===== src/rtl/crcfp_pkg.sv =====
// Shared types, constants and the CRC-16/CCITT byte update for the frame parser.
`timescale 1ns / 1ps
package crcfp_pkg;

  localparam int unsigned CfgIdxW  = 2;
  localparam int unsigned CfgDataW = 16;

  localparam logic [7:0]  StartByteRst  = 8'h00;
  localparam logic [15:0] MaxPayloadRst = 16'd256;
  localparam logic [15:0] CrcSeedRst    = 16'hFFFF;
  localparam logic [15:0] CrcPoly       = 16'h1021;

  typedef enum logic [CfgIdxW-1:0] {
    CFG_START_BYTE  = 2'd0,
    CFG_MAX_PAYLOAD = 2'd1,
    CFG_CRC_SEED    = 2'd2
  } cfg_idx_e;

  typedef enum logic [1:0] {
    ST_BUSY    = 2'd0,
    ST_GOOD    = 2'd1,
    ST_BADCRC  = 2'd2,
    ST_TOOLONG = 2'd3
  } status_e;

  typedef struct packed {
    logic [7:0]  start_byte;
    logic [15:0] max_payload;
    logic [15:0] crc_seed;
  } cfg_t;

  typedef struct packed {
    status_e     status;
    logic [7:0]  frame_type;
    logic [15:0] frame_length;
    logic [7:0]  frame_seq;
    logic        payload_valid;
    logic [7:0]  payload_byte;
    logic [15:0] payload_index;
  } result_t;

  // One byte through the CRC, MSB first, no reflection.
  function automatic logic [15:0] crc16_byte(logic [15:0] crc_in, logic [7:0] data);
    logic [15:0] c;
    c = crc_in ^ {data, 8'h00};
    for (int i = 0; i < 8; i++) begin
      c = c[15] ? ({c[14:0], 1'b0} ^ CrcPoly) : {c[14:0], 1'b0};
    end
    return c;
  endfunction

endpackage


===== src/rtl/crcfp_cfg_regs.sv =====
// Configuration registers of the frame parser.
`timescale 1ns / 1ps
module crcfp_cfg_regs
  import crcfp_pkg::*;
(
  input  logic                clk_i,
  input  logic                rst_ni,
  input  logic                cfg_we_i,
  input  logic [CfgIdxW-1:0]  cfg_idx_i,
  input  logic [CfgDataW-1:0] cfg_data_i,
  output cfg_t                cfg_o
);

  cfg_t cfg_q, cfg_d;

  always_comb begin
    cfg_d = cfg_q;
    if (cfg_we_i) begin
      unique case (cfg_idx_e'(cfg_idx_i))
        CFG_START_BYTE:  cfg_d.start_byte  = cfg_data_i[7:0];
        CFG_MAX_PAYLOAD: cfg_d.max_payload = cfg_data_i;
        CFG_CRC_SEED:    cfg_d.crc_seed    = cfg_data_i;
        default:         cfg_d = cfg_q;
      endcase
    end
  end

  always_ff @(posedge clk_i or negedge rst_ni) begin
    if (!rst_ni) begin
      cfg_q.start_byte  <= StartByteRst;
      cfg_q.max_payload <= MaxPayloadRst;
      cfg_q.crc_seed    <= CrcSeedRst;
    end else begin
      cfg_q <= cfg_d;
    end
  end

  assign cfg_o = cfg_q;

endmodule


===== src/rtl/crcfp_parser.sv =====
// Frame parsing state machine: phase, length, payload count and running CRC.
`timescale 1ns / 1ps
module crcfp_parser
  import crcfp_pkg::*;
(
  input  logic       clk_i,
  input  logic       rst_ni,
  input  logic       adv_i,
  input  logic [7:0] byte_i,
  input  cfg_t       cfg_i,
  output result_t    res_o
);

  typedef enum logic [2:0] {
    PH_HUNT    = 3'd0,
    PH_TYPE    = 3'd1,
    PH_LEN_LO  = 3'd2,
    PH_LEN_HI  = 3'd3,
    PH_SEQ     = 3'd4,
    PH_PAYLOAD = 3'd5,
    PH_CRC_LO  = 3'd6,
    PH_CRC_HI  = 3'd7
  } phase_e;

  phase_e      phase_q, phase_d;
  logic [15:0] len_q, len_d;
  logic [15:0] cnt_q, cnt_d;
  logic [15:0] crc_q, crc_d;
  logic [7:0]  crc_lo_q, crc_lo_d;
  logic [7:0]  type_q, type_d;
  logic [7:0]  seq_q, seq_d;
  logic [15:0] crc_upd;
  logic [15:0] len_hi_asm;
  logic [15:0] cnt_inc;
  logic        finish;
  status_e     status;

  assign crc_upd    = crc16_byte(crc_q, byte_i);
  assign len_hi_asm = {byte_i, len_q[7:0]};
  assign cnt_inc    = cnt_q + 16'd1;

  always_comb begin
    phase_d  = phase_q;
    len_d    = len_q;
    cnt_d    = cnt_q;
    crc_d    = crc_q;
    crc_lo_d = crc_lo_q;
    type_d   = type_q;
    seq_d    = seq_q;
    status   = ST_BUSY;
    finish   = 1'b0;
    res_o    = '0;

    unique case (phase_q)
      PH_HUNT: begin
        if (byte_i == cfg_i.start_byte) begin
          crc_d   = cfg_i.crc_seed;
          phase_d = PH_TYPE;
        end
      end
      PH_TYPE: begin
        type_d  = byte_i;
        crc_d   = crc_upd;
        phase_d = PH_LEN_LO;
      end
      PH_LEN_LO: begin
        len_d   = {8'h00, byte_i};
        crc_d   = crc_upd;
        phase_d = PH_LEN_HI;
      end
      PH_LEN_HI: begin
        len_d = len_hi_asm;
        crc_d = crc_upd;
        if (len_hi_asm > cfg_i.max_payload) begin
          status = ST_TOOLONG;
          finish = 1'b1;
        end else begin
          phase_d = PH_SEQ;
        end
      end
      PH_SEQ: begin
        seq_d   = byte_i;
        crc_d   = crc_upd;
        cnt_d   = '0;
        phase_d = (len_q == '0) ? PH_CRC_LO : PH_PAYLOAD;
      end
      PH_PAYLOAD: begin
        res_o.payload_valid = 1'b1;
        res_o.payload_byte  = byte_i;
        res_o.payload_index = cnt_q;
        crc_d = crc_upd;
        cnt_d = cnt_inc;
        if (cnt_inc >= len_q) begin
          phase_d = PH_CRC_LO;
        end
      end
      PH_CRC_LO: begin
        crc_lo_d = byte_i;
        phase_d  = PH_CRC_HI;
      end
      PH_CRC_HI: begin
        status = ({byte_i, crc_lo_q} == crc_q) ? ST_GOOD : ST_BADCRC;
        finish = 1'b1;
      end
      default: begin
        phase_d = PH_HUNT;
      end
    endcase

    // Result shows the length as assembled, before a frame end clears it.
    res_o.status       = status;
    res_o.frame_type   = type_d;
    res_o.frame_length = len_d;
    res_o.frame_seq    = seq_d;

    if (finish) begin
      phase_d  = PH_HUNT;
      len_d    = '0;
      cnt_d    = '0;
      crc_lo_d = '0;
      crc_d    = cfg_i.crc_seed;
    end
  end

  always_ff @(posedge clk_i or negedge rst_ni) begin
    if (!rst_ni) begin
      phase_q  <= PH_HUNT;
      len_q    <= '0;
      cnt_q    <= '0;
      crc_q    <= CrcSeedRst;
      crc_lo_q <= '0;
      type_q   <= '0;
      seq_q    <= '0;
    end else if (adv_i) begin
      phase_q  <= phase_d;
      len_q    <= len_d;
      cnt_q    <= cnt_d;
      crc_q    <= crc_d;
      crc_lo_q <= crc_lo_d;
      type_q   <= type_d;
      seq_q    <= seq_d;
    end
  end

  a_end_to_hunt : assert property (@(posedge clk_i) disable iff (!rst_ni)
    (adv_i && res_o.status != ST_BUSY) |=> (phase_q == PH_HUNT && len_q == '0))
    else $error("frame end did not return to hunting");

  a_payload_busy : assert property (@(posedge clk_i) disable iff (!rst_ni)
    res_o.payload_valid |-> (res_o.status == ST_BUSY && phase_q == PH_PAYLOAD))
    else $error("payload item carries a terminating status");

  a_index_in_len : assert property (@(posedge clk_i) disable iff (!rst_ni)
    (adv_i && phase_q == PH_PAYLOAD) |-> (cnt_q < len_q))
    else $error("payload index reached the frame length");

endmodule


===== src/rtl/crcfp_out_stage.sv =====
// Result register that holds one finished item until the receiver takes it.
`timescale 1ns / 1ps
module crcfp_out_stage
  import crcfp_pkg::*;
(
  input  logic    clk_i,
  input  logic    rst_ni,
  input  logic    load_i,
  input  result_t res_i,
  input  logic    out_stall_i,
  output logic    room_o,
  output logic    out_valid_o,
  output result_t res_o
);

  logic    full_q, full_d;
  result_t res_q;

  assign room_o = !full_q || !out_stall_i;

  always_comb begin
    full_d = full_q;
    if (load_i) begin
      full_d = 1'b1;
    end else if (!out_stall_i) begin
      full_d = 1'b0;
    end
  end

  always_ff @(posedge clk_i or negedge rst_ni) begin
    if (!rst_ni) begin
      full_q <= 1'b0;
    end else begin
      full_q <= full_d;
    end
  end

  always_ff @(posedge clk_i) begin
    if (load_i) begin
      res_q <= res_i;
    end
  end

  assign out_valid_o = full_q;
  assign res_o       = res_q;

endmodule


===== src/rtl/crc_checked_frame_parser_core.sv =====
// Top level of the CRC-checked byte-stream frame parser.
`timescale 1ns / 1ps
// Frame parser with CRC-16/CCITT check, one received byte per item.
//
// Input channel: in_valid_i / in_stall_o carry rx_byte_i. Output channel:
// out_valid_o / out_stall_i carry one result item per input item: status,
// the held type, length and sequence, and the payload byte with its index
// when the input byte was a payload byte. An item moves on a rising edge
// where valid is high and stall is low.
//
// Each item passes the input register, then single-pass logic into the result
// register. Throughput: one item per cycle while the receiver does not stall;
// the byte-wide CRC update and the length compare sit between the input
// register and the result register.
//
// While the receiver stalls, the finished result holds in the result
// register and one further item is still taken into the input register;
// only then does in_stall_o rise. Reset empties both registers, puts the
// parser into hunting and loads the register defaults (start byte 0,
// payload limit 256, CRC seed 0xFFFF). Write the configuration port only
// while no item is in flight.
module crc_checked_frame_parser_core
  import crcfp_pkg::*;
(
  input  logic                clk_i,
  input  logic                rst_ni,
  input  logic                cfg_we_i,
  input  logic [CfgIdxW-1:0]  cfg_idx_i,
  input  logic [CfgDataW-1:0] cfg_data_i,
  input  logic                in_valid_i,
  output logic                in_stall_o,
  input  logic [7:0]          rx_byte_i,
  output logic                out_valid_o,
  input  logic                out_stall_i,
  output logic [1:0]          status_o,
  output logic [7:0]          frame_type_o,
  output logic [15:0]         frame_length_o,
  output logic [7:0]          frame_seq_o,
  output logic                payload_valid_o,
  output logic [7:0]          payload_byte_o,
  output logic [15:0]         payload_index_o
);

  cfg_t       cfg;
  result_t    res_next;
  result_t    res_out;
  logic       in_full_q, in_full_d;
  logic [7:0] in_byte_q;
  logic       room;
  logic       adv;
  logic       in_take;

  crcfp_cfg_regs u_cfg (
    .clk_i      (clk_i),
    .rst_ni     (rst_ni),
    .cfg_we_i   (cfg_we_i),
    .cfg_idx_i  (cfg_idx_i),
    .cfg_data_i (cfg_data_i),
    .cfg_o      (cfg)
  );

  // Advance the held item into the parser whenever the result register has room.
  assign adv        = in_full_q && room;
  assign in_stall_o = in_full_q && !room;
  assign in_take    = in_valid_i && !in_stall_o;

  always_comb begin
    in_full_d = in_full_q;
    if (in_take) begin
      in_full_d = 1'b1;
    end else if (adv) begin
      in_full_d = 1'b0;
    end
  end

  always_ff @(posedge clk_i or negedge rst_ni) begin
    if (!rst_ni) begin
      in_full_q <= 1'b0;
    end else begin
      in_full_q <= in_full_d;
    end
  end

  // Hold the byte until it advances; payload needs no reset.
  always_ff @(posedge clk_i) begin
    if (in_take) begin
      in_byte_q <= rx_byte_i;
    end
  end

  crcfp_parser u_parser (
    .clk_i  (clk_i),
    .rst_ni (rst_ni),
    .adv_i  (adv),
    .byte_i (in_byte_q),
    .cfg_i  (cfg),
    .res_o  (res_next)
  );

  crcfp_out_stage u_out (
    .clk_i       (clk_i),
    .rst_ni      (rst_ni),
    .load_i      (adv),
    .res_i       (res_next),
    .out_stall_i (out_stall_i),
    .room_o      (room),
    .out_valid_o (out_valid_o),
    .res_o       (res_out)
  );

  assign status_o        = res_out.status;
  assign frame_type_o    = res_out.frame_type;
  assign frame_length_o  = res_out.frame_length;
  assign frame_seq_o     = res_out.frame_seq;
  assign payload_valid_o = res_out.payload_valid;
  assign payload_byte_o  = res_out.payload_byte;
  assign payload_index_o = res_out.payload_index;

endmodule


===== config.mk =====
export PLATFORM = sky130hd
export DESIGN_NAME = crc_checked_frame_parser_core
export DESIGN_NICKNAME = d
export VERILOG_FILES = /design/src/rtl/crcfp_pkg.sv /design/src/rtl/crcfp_cfg_regs.sv /design/src/rtl/crcfp_parser.sv /design/src/rtl/crcfp_out_stage.sv /design/src/rtl/crc_checked_frame_parser_core.sv
export SDC_FILE = /design/constraint.sdc
export NUM_CORES = 1
export LEC_CHECK = 0
export ABC_AREA = 1
export BUFFER_PORTS_ARGS = -buffer_cell sky130_fd_sc_hd__buf_4
export CAP_MARGIN = 10
export CORE_AREA = 5 5 159 161
export DETAILED_ROUTE_END_ITERATION = 12
export DIE_AREA = 0 0 164 166
export GPL_ROUTABILITY_DRIVEN = 0
export PLACE_DENSITY_LB_ADDON = 0.1
export REMOVE_ABC_BUFFERS = 1
export SYNTH_ARGS = -nofsm -noshare
export SYNTH_HDL_FRONTEND = slang
export SYNTH_SLANG_ARGS = --single-unit

===== constraint.sdc =====
create_clock -name clk_i -period 3.2 [get_ports clk_i]
set_input_delay 0.48 -clock clk_i [delete_from_list [all_inputs] [get_ports clk_i]]
set_output_delay 0.48 -clock clk_i [all_outputs]
set_load 0.005 [all_outputs]

==> results of run 1 <==
per-stage QoR:
step                      TNS, ns  setup slack [ns]  area (um2)  utilization
after CTS                       0             0.317       10900        0.459
after global routing            0            0.0548       10900        0.459
after global placement          0             0.365       10300        0.433
after floorplan           -351.79             -3.49        9070            -
after detailed placement        0             0.323       10300        0.433
final                           0             0.416       10900        0.459
where the power goes:
group          internal, mW  total (mW)  switching [mW]
logic                  1.16        3.01            1.84
registers              3.18        3.61           0.426
clock network          1.12        2.15            1.03
critical path, delay by kind of cell (launching register included):
kind	cells	cell delay, ns
simple gates	13	1.66
fa+ha+maj	2	0.50
flops	1	0.42
compound gates	1	0.08
Yosys cell counts (7+ instances only):
cell      count
inv_1       110
buf_2        12
xnor2_1      17
edfxtp_1     67
xor2_1       24
nand4_1      21
clkbuf_1     19
o21ai_0      97
ha_1         33
a21oi_1      14
nand2_1     381
o22ai_1       8
nor2_1       48
nand3_1      58
dfrtp_1      84
nor3_1        7
dfstp_2      33
per-layer routing:
metal | share of wire | track usage | wire [um] | vias up
li1 | - | - | - | 3644
met5 | 0 | 0 | 0 | -
met1 | 0.45 | 0.238 | 10800 | 3401
met2 | 0.49 | 0.302 | 11600 | 146
met3 | 0.038 | 0.0295 | 905 | 27
met4 | 0.021 | 0.0474 | 509 | 0
flip-flops by register name (all words and copies together) (netlist names):
signal / cells
u_cfg.cfg_o: 40
in_full_q: 1
u_parser.crc_lo_q: 8
u_parser.phase_q: 3
u_out.res_o: 59
in_byte_q: 8
u_parser.len_q: 16
u_parser.crc_q: 16
u_parser.type_q: 8
u_out.out_valid_o: 1
u_parser.cnt_q: 16
u_parser.seq_q: 8
logic make-up after synthesis:
group | count (synthesis) | share of synthesized area
buffers and inverters | 154 | 0.0678
AOI/OAI and AO/OA | 128 | 0.0723
muxes | 1 | 0.00108
and+or+nand+nor | 531 | 0.238
xor gates and xnor gates | 41 | 0.0388
adders and majority gates | 33 | 0.0446
DFF | 184 | 0.538
final cells by class:
class                      instances  area share
sequential                       184       0.456
multi-input combinational        734       0.335
timing repair buffer             111      0.0774
inverter                         115      0.0395
clock buffer                      17      0.0389
tap                              324      0.0371
clock inverter                    15      0.0163
repair_timing:
item | 4_1_cts | 5_1_grt
setup buffers | 0 | 0
resized for setup | 0 | 1
endpoints found under the setup margin | 0 | 2
path summary, 6_finish.rpt:
path | slack (ns) | to
worst max-delay path | 0.42 | u_parser.phase_q[0]
worst min-delay path | 0.08 | in_full_q
worst max register to register | 0.42 | u_parser.phase_q[0]
worst min register to register | 0.48 | u_parser.crc_q[15]
max in group asynchronous | 2.18 | u_cfg.cfg_o[0]
min in group clk_i | 0.22 | in_byte_q[4]
==> reports/metrics.sh, run 1 <==
WIRE_LENGTH_AFTER_DETAILED_ROUTING_UM=23800
AREA_TAKEN_BY_FLIP_FLOPS_AND_LATCHES_UM2=4980
MAX-SLEW-MARGIN-REL=0.387
PATH_MAX_FANOUT=6
CPMAXSTAGEDELAYCELL='dfrtp_1'
CRIT_START='u_parser.cnt_q[0]'
WORST_R2R_PATH_DEPTH=16
GRT_PASS1_VIAS=6941
FINAL-SETUP-VIOL-COUNT=0
VDD.IR_DROP.WORST_uV=387
TIMING.FMAX_MHz=359
CTS_HTREE_LEVELS=4
RSZ0062_AT_GRT='no'
FINAL.HOLD.WORST_SLACK_NS=0.0780
GRT.TOTAL_USAGE=0.179
DIE_Y_UM=166
IO_PINS=92
CTS.PATH.MAX_BUFFERS=2
POST_SYNTH.CELL_AREA_AVG_UM2=8.64
SYNTH_TOP_CELL_AREA_SHARE=0.227
SYNTH_FLOP_CELL='dfrtp_1'
OUTCOME='complete, no violations'
TIMING_HOLD_VIOLATIONS_FINAL=0
POWERDENSITY_nW_PER_UM2=802
TIMING.CRITICAL_PATH.SLOWEST_CELL_DELAY_NS=0.42
CRITICAL_PATH.REG2REG.STARTPOINT='u_parser.cnt_q[0]'
SYN-INSTANCE-COUNT=1072
DIE_AREA_UM2=27200
LAYOUT-DRIVE-GT1-SHARE=0.168
CRIT_PATH_END_KIND='register'
VIASPERCELL=4.81
HOLD_CLASS='input port to async pin'
CLOCK_LATENCY_ON_THE_WORST_SKEW_PAIR_NS=0.43
DRT_FIRST_ITER_VIOLATIONS=461
SYNTH_EDF_COUNT=67
YS_SEQ_ELEMENTS=184
TIMING.MAX_CAP.VIOLATIONS=0
DPL.HPWL_UM=17200
PORTION_OF_THE_CLOCK_CYCLE_CONSUMED_BY_THE_WORST_PATH_IN_THE_FINAL_LAYOUT=0.870
CP_CELL_SEQUENCE='ha_1, nand4_1, nor3_2, nand3_1, nor2_1, nand3_1, nand2_1, nand2_1, ha_1, nand2_1, nor3_1, nand3_1, nand4_1, nand2_1, nand2_1, o21ai_0'
WIRE_PER_INST_UM=15.9
DESIGN.CORE.AREA_UM2=23800
NUM_ROWS=57
CRITICAL_PATH_REQUIRED_NS=3.50
PLACE.DETAILED.INSTANCES=1468
P_TOTAL_mW=8.77
ANTENNA_CELLS=0
PLACE.PORT_BUFFERS=91
ROOT_BUFFER='clkbuf_16'
PATH_CLASS='register to register'
CTS-HOLD-FIX-BUFFERS=0
ANTENNA_FOUND_INITIAL=0
MAX_SLEW_VIO_COUNT=0
AREA_OF_COMBINATIONAL_CELLS_WITH_MULTIPLE_INPUTS_UM2=3670
CLOCK_TREE_FROM_TRITONCTS='done'
YS_ASYNC_SR_FRACTION=0.636
CTS_MADE_BUFFERS=17
GRT_FIRST_PASS_WIRELENGTH_UM=38300
DETAILROUTE.VIA_COUNT=7218
DRT_PASS1_ITERATIONS=4
CRIT_TOP_CELL='nand2_1'
POWER.STATIC_LEAKAGE_nW=5.27
LAYOUT.CELLS.MOST_COMMON='nand2_1'
DESIGN.FINAL.NETS=1227
SYNTHTOLAYOUTAREAGROWTH_PCT=18.0
ARRIVAL_NS=3.09
SYNTH.LARGEST_AREA_CELL='dfrtp_1'
GRT_TOTAL_OVFL=0
YOSYS_WARNINGS=0
SYN_AREA_UM2=9260
SYNTH-SEQ-AREA-SHARE=0.538
INSTANCES_NO_FILL=1500
SYNTHTOPCELLSBYAREA='dfrtp_1 23%, edfxtp_1 22%, nand2_1 15%'
PERIOD_MINUS_SLACK_NS=2.78
WORSTMARGINPINSLEW_NS=0.918
CLOCK_SINK_COUNT=184
INITIAL_UTILIZATION=0.389
FILLERS=2418
DETAIL-ROUTE-ANTENNA-NETS=0
COMMONEST_CELLS_AFTER_ROUTING_FILL_AND_TAPS_ASIDE='381 x nand2_1, 110 x inv_1, 110 x buf_4, 97 x o21ai_0, 84 x dfrtp_1'
CLK_TRANSITION_REPORTED_PATHS_NS=0.07
CLOCK-SKEW-FINAL_NS=0.0110
DIE_X_UM=164
CP-START-KIND='register'
GRT_START_MAX_NET_PINS=119
RESIDUAL_DRC_COUNT=0
POST_SYNTH_NUM_CELL_TYPES=38
Power figures use the tool's default switching activity.
==> run 2: changes to the inputs <==
Settings changed: CELL_PAD_IN_SITES_DETAIL_PLACEMENT set to 1, CELL_PAD_IN_SITES_GLOBAL_PLACEMENT set to 2, CORE_AREA 5 5 159 161 to 5 5 167 169, DIE_AREA 0 0 164 166 to 0 0 172 174.
==> run 2 against run 1 <==
Global-route usage increased by 0.25 points. Fmax down 1.8%. Die area is 9.9% higher. Worst hold slack worse by 0.014 ns. Critical path depth stayed put. Highest routed layer unchanged.
==> reports/metrics.sh, run 2 (synthesis results as in run 1) <==
OUTCOME='complete, no violations'
VIASPERCELL=4.78
CLOCK-SKEW-FINAL_NS=0.0186
INITIAL_UTILIZATION=0.351
CTS_MADE_BUFFERS=17
WL_MET2_UM=13400
DRT_PASS1_ITERATIONS=5
GRT_PASS1_VIAS=7529
CRIT_PATH_END_KIND='register'
WL_MET1_UM=12100
GRT_FIRST_PASS_WIRELENGTH_UM=42400
POWERDENSITY_nW_PER_UM2=810
DRT_FIRST_ITER_VIOLATIONS=342
PATH_MAX_FANOUT=6
PLACE_AREA_UM2=10400
CTS-HOLD-FIX-BUFFERS=0
HOLD_CLASS='input port to async pin'
CLOCK_TREE_FROM_TRITONCTS='done'
WIRE_LENGTH_AFTER_DETAILED_ROUTING_UM=26400
NUM_ROWS=60
DESIGN.FINAL.NETS=1228
LAYOUT.CELLS.MOST_COMMON='nand2_1'
WORSTMARGINPINSLEW_NS=0.985
DIE_X_UM=172
PATH_CLASS='register to register'
ANTENNA_FOUND_INITIAL=0
TIMING.FMAX_MHz=353
CLOCK_SINK_COUNT=184
PERIOD_MINUS_SLACK_NS=2.83
DESIGN_AREA_UM2=11000
RSZ0062_AT_GRT='no'
MAX_SLEW_VIO_COUNT=0
RESIDUAL_DRC_COUNT=0
CLK_TRANSITION_REPORTED_PATHS_NS=0.09
DESIGN.CORE.AREA_UM2=26400
IO_PINS=92
DIE_Y_UM=174
VDD.IR_DROP.WORST_uV=306
DIE_AREA_UM2=29900
CP-START-KIND='register'
GRT_TOTAL_OVFL=0
PLACE.PORT_BUFFERS=91
LARGEST_REGISTER_FF_COUNT=59
COMMONEST_CELLS_AFTER_ROUTING_FILL_AND_TAPS_ASIDE='381 x nand2_1, 110 x inv_1, 110 x buf_4, 97 x o21ai_0, 84 x dfrtp_1'
CRITICAL_PATH_REQUIRED_NS=3.52
POWER.STATIC_LEAKAGE_nW=5.29
ROUTE.TOP_LAYER_USED='met4'
WIRE_PER_INST_UM=17.4
GRT_START_MAX_NET_PINS=119
FINAL-SETUP-VIOL-COUNT=0
DETAILROUTE.VIA_COUNT=7249
DPL.HPWL_UM=19000
ARRIVAL_NS=3.15
LAYOUT-DRIVE-GT1-SHARE=0.170
TIMING.MAX_CAP.VIOLATIONS=0
MAX-SLEW-MARGIN-REL=0.341
CTS.PATH.MAX_BUFFERS=2
SYNTHTOLAYOUTAREAGROWTH_PCT=18.7
CLOCK_LATENCY_ON_THE_WORST_SKEW_PAIR_NS=0.44
ANTENNA_CELLS=0
GRT.TOTAL_USAGE=0.181
DETAIL-ROUTE-ANTENNA-NETS=0
DETAILROUTE.WIRELENGTH.MET3_UM=581
ROOT_BUFFER='clkbuf_16'
CTS_HTREE_LEVELS=4
INSTANCES_NO_FILL=1518
PORTION_OF_THE_CLOCK_CYCLE_CONSUMED_BY_THE_WORST_PATH_IN_THE_FINAL_LAYOUT=0.886
PLACE.DETAILED.INSTANCES=1485
TIMING_HOLD_VIOLATIONS_FINAL=0
## run 2: critical path, cell delays in order, from the launching register on
cell	delay (ns)
dfrtp_1	0.42
ha_1	0.24
nand4_1	0.20
nor3_2	0.21
nand3_1	0.16
nor2_2	0.18
nand3_1	0.09
nand2_1	0.06
nand2_1	0.07
ha_1	0.27
nand2_1	0.08
nor3_2	0.21
nand3_1	0.10
nand4_1	0.11
nand2_1	0.13
nand2_1	0.09
o21ai_0	0.08
## run 2: area by class of cell
type                            instances  area [um2]
Timing Repair Buffer                  112         866
Clock inverter                         15         193
Clock buffer                           17         425
Tap cell                              341         427
Sequential cell                       184        4980
Fill cell                            3152       15400
Inverter                              115         432
Multi-Input combinational cell        734        3670
## run 2: layer usage
layer,vias up,GRT usage
met5,-,0
met4,0,0.0445
met3,18,0.0202
met2,77,0.314
met1,3504,0.242
li1,3650,-
## run 2: path summary, 6_finish.rpt
path	startpoint	endpoint	slack [ns]	cells after the start
max	u_parser.cnt_q[0]	u_parser.phase_q[0]	0.37	16
min	rst_ni	u_parser.type_q[6]	0.06	1
max reg2reg	u_parser.cnt_q[0]	u_parser.phase_q[0]	0.37	16
min reg2reg	u_parser.type_q[3]	u_parser.type_q[3]	0.48	2
max in group asynchronous	rst_ni	u_parser.crc_q[8]	2.30	2
min in group clk_i	rx_byte_i[5]	in_byte_q[5]	0.22	1
## run 2: through the flow
step / total power, mW / setup TNS [ns] / setup WS (ns) / utilization / hold slack, ns
global placement: 6.75 / 0 / 0.310 / 0.392 / 0.463
global route: 9.63 / 0 / 0.0528 / 0.416 / 0.107
CTS: 9.04 / 0 / 0.0891 / 0.415 / 0.0860
floorplan: 5.62 / -351.79 / -3.49 / - / 0.184
detailed placement: 6.81 / 0 / 0.123 / 0.392 / 0.465
finish: 8.90 / 0 / 0.366 / 0.416 / 0.0642
## run 2: what timing repair did
action                     CTS  global route
setup buffers                0             1
setup endpoints to repair    0             3
resized for setup            0             3
## run 2: where the power goes
part	internal (mW)	switching, mW
logic	1.17	1.93
clock network	1.07	1.11
registers	3.18	0.433
